File: src/guid_keyed_offer_cache_core_defines.svh
// Assertion macros shared by the offer cache RTL.
// Depends on nothing; included by files that carry concurrent assertions.
`ifndef GUID_KEYED_OFFER_CACHE_CORE_DEFINES_SVH
`define GUID_KEYED_OFFER_CACHE_CORE_DEFINES_SVH
`ifndef ASSERT_OFF
// Clocked check, masked while reset is high
`define GKOC_ASSERT(lbl, clk, rst, prop) \
   lbl: assert property (@(posedge clk) disable iff (rst) prop) \
      else $error("offer cache check failed");
// Clocked check that also holds through reset
`define GKOC_ASSERT_ALWAYS(lbl, clk, prop) \
   lbl: assert property (@(posedge clk) prop) \
      else $error("offer cache check failed");
`else
`define GKOC_ASSERT(lbl, clk, rst, prop)
`define GKOC_ASSERT_ALWAYS(lbl, clk, prop)
`endif
`endif

File: src/gkoc_pkg.sv
// Shared types and constants for the GUID keyed offer cache.
// No dependencies; used by the cell and the top level.
package gkoc_pkg;

   localparam int DEFAULT_ENTRIES = 32;

   // Command codes
   localparam logic [1:0] CMD_STORE  = 2'd0;
   localparam logic [1:0] CMD_LOOKUP = 2'd1;
   localparam logic [1:0] CMD_CLEAR  = 2'd2;

   // Stored offer fields
   typedef struct packed {
      logic [31:0] relid;
      logic [31:0] conn_handle;
      logic [7:0]  mon_index;
      logic        mon_granted;
      logic        dedicated_interrupt;
   } payload_type;

   // 128-bit GUID key
   typedef struct packed {
      logic [63:0] high;
      logic [63:0] low;
   } key_type;

   // Scan token that walks the cell chain
   typedef struct packed {
      logic        active;
      logic        hit;
      logic        free_found;
      payload_type data;
   } tok_type;

   // Broadcast update from the controller to all cells
   typedef struct packed {
      logic        we;
      logic        clr;
      key_type     key;
      payload_type data;
   } wr_type;

   typedef enum logic [1:0] {
      ST_IDLE,
      ST_SCAN,
      ST_COMMIT
   } state_type;

endpackage

File: src/gkoc_cell.sv
// One table entry of the offer cache plus its stage of the scan chain.
// Depends on gkoc_pkg.
module gkoc_cell #(
   parameter int IW    = 5,
   parameter int INDEX = 0
) (
   input  logic              clock,
   input  logic              reset,
   input  gkoc_pkg::key_type probe_key,
   input  gkoc_pkg::tok_type tok_in,
   input  logic [IW-1:0]     hit_idx_in,
   input  logic [IW-1:0]     free_idx_in,
   input  gkoc_pkg::wr_type  wr,
   input  logic [IW-1:0]     wr_idx,
   output gkoc_pkg::tok_type tok_out,
   output logic [IW-1:0]     hit_idx_out,
   output logic [IW-1:0]     free_idx_out,
   output logic              valid_out
);
   import gkoc_pkg::*;

   localparam logic [IW-1:0] MY_IDX = IW'(INDEX);

   logic          valid_ff;
   key_type       key_ff;
   payload_type   data_ff;
   tok_type       tok_ff;
   tok_type       tok_in_nxt;
   logic [IW-1:0] hit_idx_ff;
   logic [IW-1:0] hit_idx_in_nxt;
   logic [IW-1:0] free_idx_ff;
   logic [IW-1:0] free_idx_in_nxt;
   logic          match;
   logic          sel;

   assign match = valid_ff && (key_ff == probe_key);
   assign sel   = wr.we && (wr_idx == MY_IDX);

   // Token update: first match and first free slot win, lowest index first
   always_comb begin
      tok_in_nxt      = tok_in;
      hit_idx_in_nxt  = hit_idx_in;
      free_idx_in_nxt = free_idx_in;
      if (tok_in.active) begin
         if (!tok_in.hit && match) begin
            tok_in_nxt.hit  = 1'b1;
            tok_in_nxt.data = data_ff;
            hit_idx_in_nxt  = MY_IDX;
         end
         if (!tok_in.free_found && !valid_ff) begin
            tok_in_nxt.free_found = 1'b1;
            free_idx_in_nxt       = MY_IDX;
         end
      end
   end

   // Chain stage register
   always_ff @(posedge clock) begin
      if (reset) begin
         tok_ff.active <= 1'b0;
      end else begin
         tok_ff      <= tok_in_nxt;
         hit_idx_ff  <= hit_idx_in_nxt;
         free_idx_ff <= free_idx_in_nxt;
      end
   end

   // Entry valid bit
   always_ff @(posedge clock) begin
      if (reset) begin
         valid_ff <= 1'b0;
      end else if (wr.clr) begin
         valid_ff <= 1'b0;
      end else if (sel) begin
         valid_ff <= 1'b1;
      end
   end

   // Entry key and offer
   always_ff @(posedge clock) begin
      if (sel) begin
         key_ff  <= wr.key;
         data_ff <= wr.data;
      end
   end

   assign tok_out      = tok_ff;
   assign hit_idx_out  = hit_idx_ff;
   assign free_idx_out = free_idx_ff;
   assign valid_out    = valid_ff;

endmodule
File: config.mk
export PLATFORM = sky130hd
export DESIGN_NAME = gkoc_cell
export DESIGN_NICKNAME = d
export VERILOG_FILES = /design/src/guid_keyed_offer_cache_core_defines.svh /design/src/gkoc_pkg.sv /design/src/gkoc_cell.sv
export SDC_FILE = /design/constraint.sdc
export NUM_CORES = 1
export LEC_CHECK = 0
export BUFFER_PORTS_ARGS = -buffer_cell sky130_fd_sc_hd__buf_2
export CORE_AREA = 2 2 201 203
export CTS_CLUSTER_DIAMETER = 50
export DETAILED_ROUTE_END_ITERATION = 12
export DIE_AREA = 0 0 203 205
export PLACE_DENSITY_LB_ADDON = 0.15
export SLEW_MARGIN = 10
export SYNTH_ARGS = -nofsm -noshare
export SYNTH_HDL_FRONTEND = slang
export SYNTH_SLANG_ARGS = --single-unit
File: constraint.sdc
create_clock -name clock -period 24.1 [get_ports clock]
set_input_delay 2.41 -clock clock [delete_from_list [all_inputs] [get_ports clock]]
set_output_delay 2.41 -clock clock [all_outputs]
set_load 0.03 [all_outputs]
==> results.yml <==
timing:
  worst_pin_slew_ns: 1.03
  rsz0062_at_grt: "false"
  clock-skew-final_ns: 0.0229
  finalHoldViolations: 0
  fmax_mhz: 200
  finalCritPeriodShare: 0.207
  setup_slack_ns: 19.10
  relSlewSlack: 0.311
  slew_violations: 0
  finalSetupTns_ns: 0
  setup_violations: 0
  period_minus_slack_ns: 5.00
power_and_ir_drop:
  peakVddDrop_v: 0.0000527
  total_power_w: 0.00126
  p_leak_nw: 6.34
  power.density_nw_per_um2: 78.6
synth:
  synth-seq-area-share: 0.760
  synth_nets: 1064
  yosysWarnings: 0
  postSynthCellCount: 638
  syn_area_um2: 11400
  ys_ff_latch: 290
  synthDistinctLibCells: 29
  synth_area_per_cell_um2: 17.9
clock_tree:
  cts_made_buffers: 41
  post_cts_buffers: 0
  clk_latency_ns: 0.55
  clk_pin_slew_ns: 0.06
  ctsHoldBuffers: 0
  clk_path_buf_depth: 3
  cts_root_buffer: "clkbuf_16"
  cts_sinks: 290
  cts_tree: "yes"
  post_cts_resized: 0
  htreeDepth: 2
place:
  dp_cells: 1672
  gp_congestion: 0.800
  dp_slack_ns: 18.42
  port_buffers: 513
  detailed_place_hpwl_um: 26700
floorplanning:
  die_area_um2: 41600
  start_util: 0.291
  ios: 514
  coreArea_um2: 39400
  die_w_um: 203
  die_h_um: 205
  rows: 73
setup_path:
  crit_fanout: 43
  worstSetupStartpointType: "input pin"
  worstPathRequired_ns: 24.39
  cp-end-kind: "flip-flop"
  path_class: "input pin to flip-flop"
  arrival_ns: 5.28
grt:
  grt_antenna_before_repair: 16
  grt_pass1_vias: 8070
  grt_pass1_wl_um: 48400
  gr-total-overflow: 0
  grt_start_max_net_pins: 75
  track_usage: 0.160
finish:
  fin_cells: 1754
  syn2layout_area_growth_pct: 39.9
  final_cell_mix: "buf_2 (513), edfxtp_1 (288), mux2_2 (69), xnor2_1 (60)"
  drive_gt1_frac: 0.541
  final_common_cell: "buf_2"
  final_nets: 1616
  postLayoutCoreUtil: 0.407
detailed_routing:
  drt_iter0_markers: 226
  dr_total_vias: 7561
  drtAntennaViolNets: 0
  routed_via_density: 4.31
  routedWlPerCell_um: 19.4
  drc: 0
  wirelength_um: 34100
  drtPass1Iterations: 6
worst_hold_path:
  hold_path_class: "flip-flop to flip-flop"
status:
  run_status: "finished, final reports clean"
job:
  drv_cap: 0
==> synthesized netlist by cell type <==
cell       number  area [um2]
mux2_2         69         777
nor3_1          4        20.0
xor2_1          8        70.1
nor2b_1        43         269
a221o_1         1        10.0
dfxtp_1         2        40.0
inv_1          33         124
and2_1          5        31.3
o41ai_1         1        8.76
buf_2           7        35.0
nand3_1         2        10.0
o2111ai_1      12         105
o22ai_1         7        43.8
nor2_1          4        15.0
or4b_2          1        10.0
buf_6           2        22.5
nor4_1         12        75.1
nand2_1         1        3.75
or4_1           1        7.51
a2111o_1       12         135
nand4_1        17         106
mux2_4          5        75.1
a22oi_1         2        15.0
nand2b_1       35         219
edfxtp_1      288        8650
o221ai_1        2        17.5
o2bb2ai_1       1        8.76
xnor2_1        60         526
and4_1          1        8.76
==> sequential cells by signal (all words and copies together) (netlist names) <==
signal,count
free_idx_out,5
hit_idx_out,5
key_ff,128
tok_out,77
data_ff,74
valid_out,1
==> worst paths after layout <==
kind,startpoint,end,slack [ns],depth (start not counted)
setup / recovery,probe_key[71],tok_out[73],19.10,8
hold / removal,data_ff[40],tok_out[40],0.54,1
setup reg to reg,key_ff[124],tok_out[73],20.70,7
hold reg to reg,data_ff[40],tok_out[40],0.54,1
==> layer usage <==
metal  global-route usage  up-vias  wire length [um]
met4               0.0516       18               642
met1                0.178     3537             13000
met5                    0        -               121
li1                     -     3580                 -
met3               0.0668       62              3500
met2                0.276      364             16800
==> metrics by stage <==
stage,hold slack [ns],instance area [um2]
after floorplan,0.525,11400
after global placement,0.527,14700
after detailed placement,0.533,14700
after CTS,0.539,16000
after global routing,0.551,16000
final,0.537,16000
==> worst max-delay path, cell delays in order <==
cell	delay, ns
buf_2	0.10
xnor2_1	0.14
nand4_1	0.18
nor4_1	0.49
nand4_1	0.26
or4_4	0.84
buf_4	0.42
mux2_4	0.37
==> cell families after synthesis <==
group | Yosys count | synth area share
xor+xnor | 68 | 0.0521
simple gates | 126 | 0.0678
buf+inv | 42 | 0.0159
mux | 74 | 0.0745
compound gates | 38 | 0.0301
flops | 290 | 0.760
==> final cells by class <==
cell class | instances | area, um2
antenna | 8 | 20.0
clock inverter | 26 | 236
timing repair buffer | 518 | 2610
clock buffer | 48 | 1090
tap | 525 | 657
sequential | 290 | 8690
multi-input combinational | 306 | 2580
inverter | 33 | 126
fill | 3818 | 23400
==> power by group <==
group	internal (W)	total, W	switching (W)
logic	0.0000453	0.000100	0.0000550
registers	0.000573	0.000577	0.00000410
clock network	0.000352	0.000581	0.000229
(Power assumes the default switching activity.)
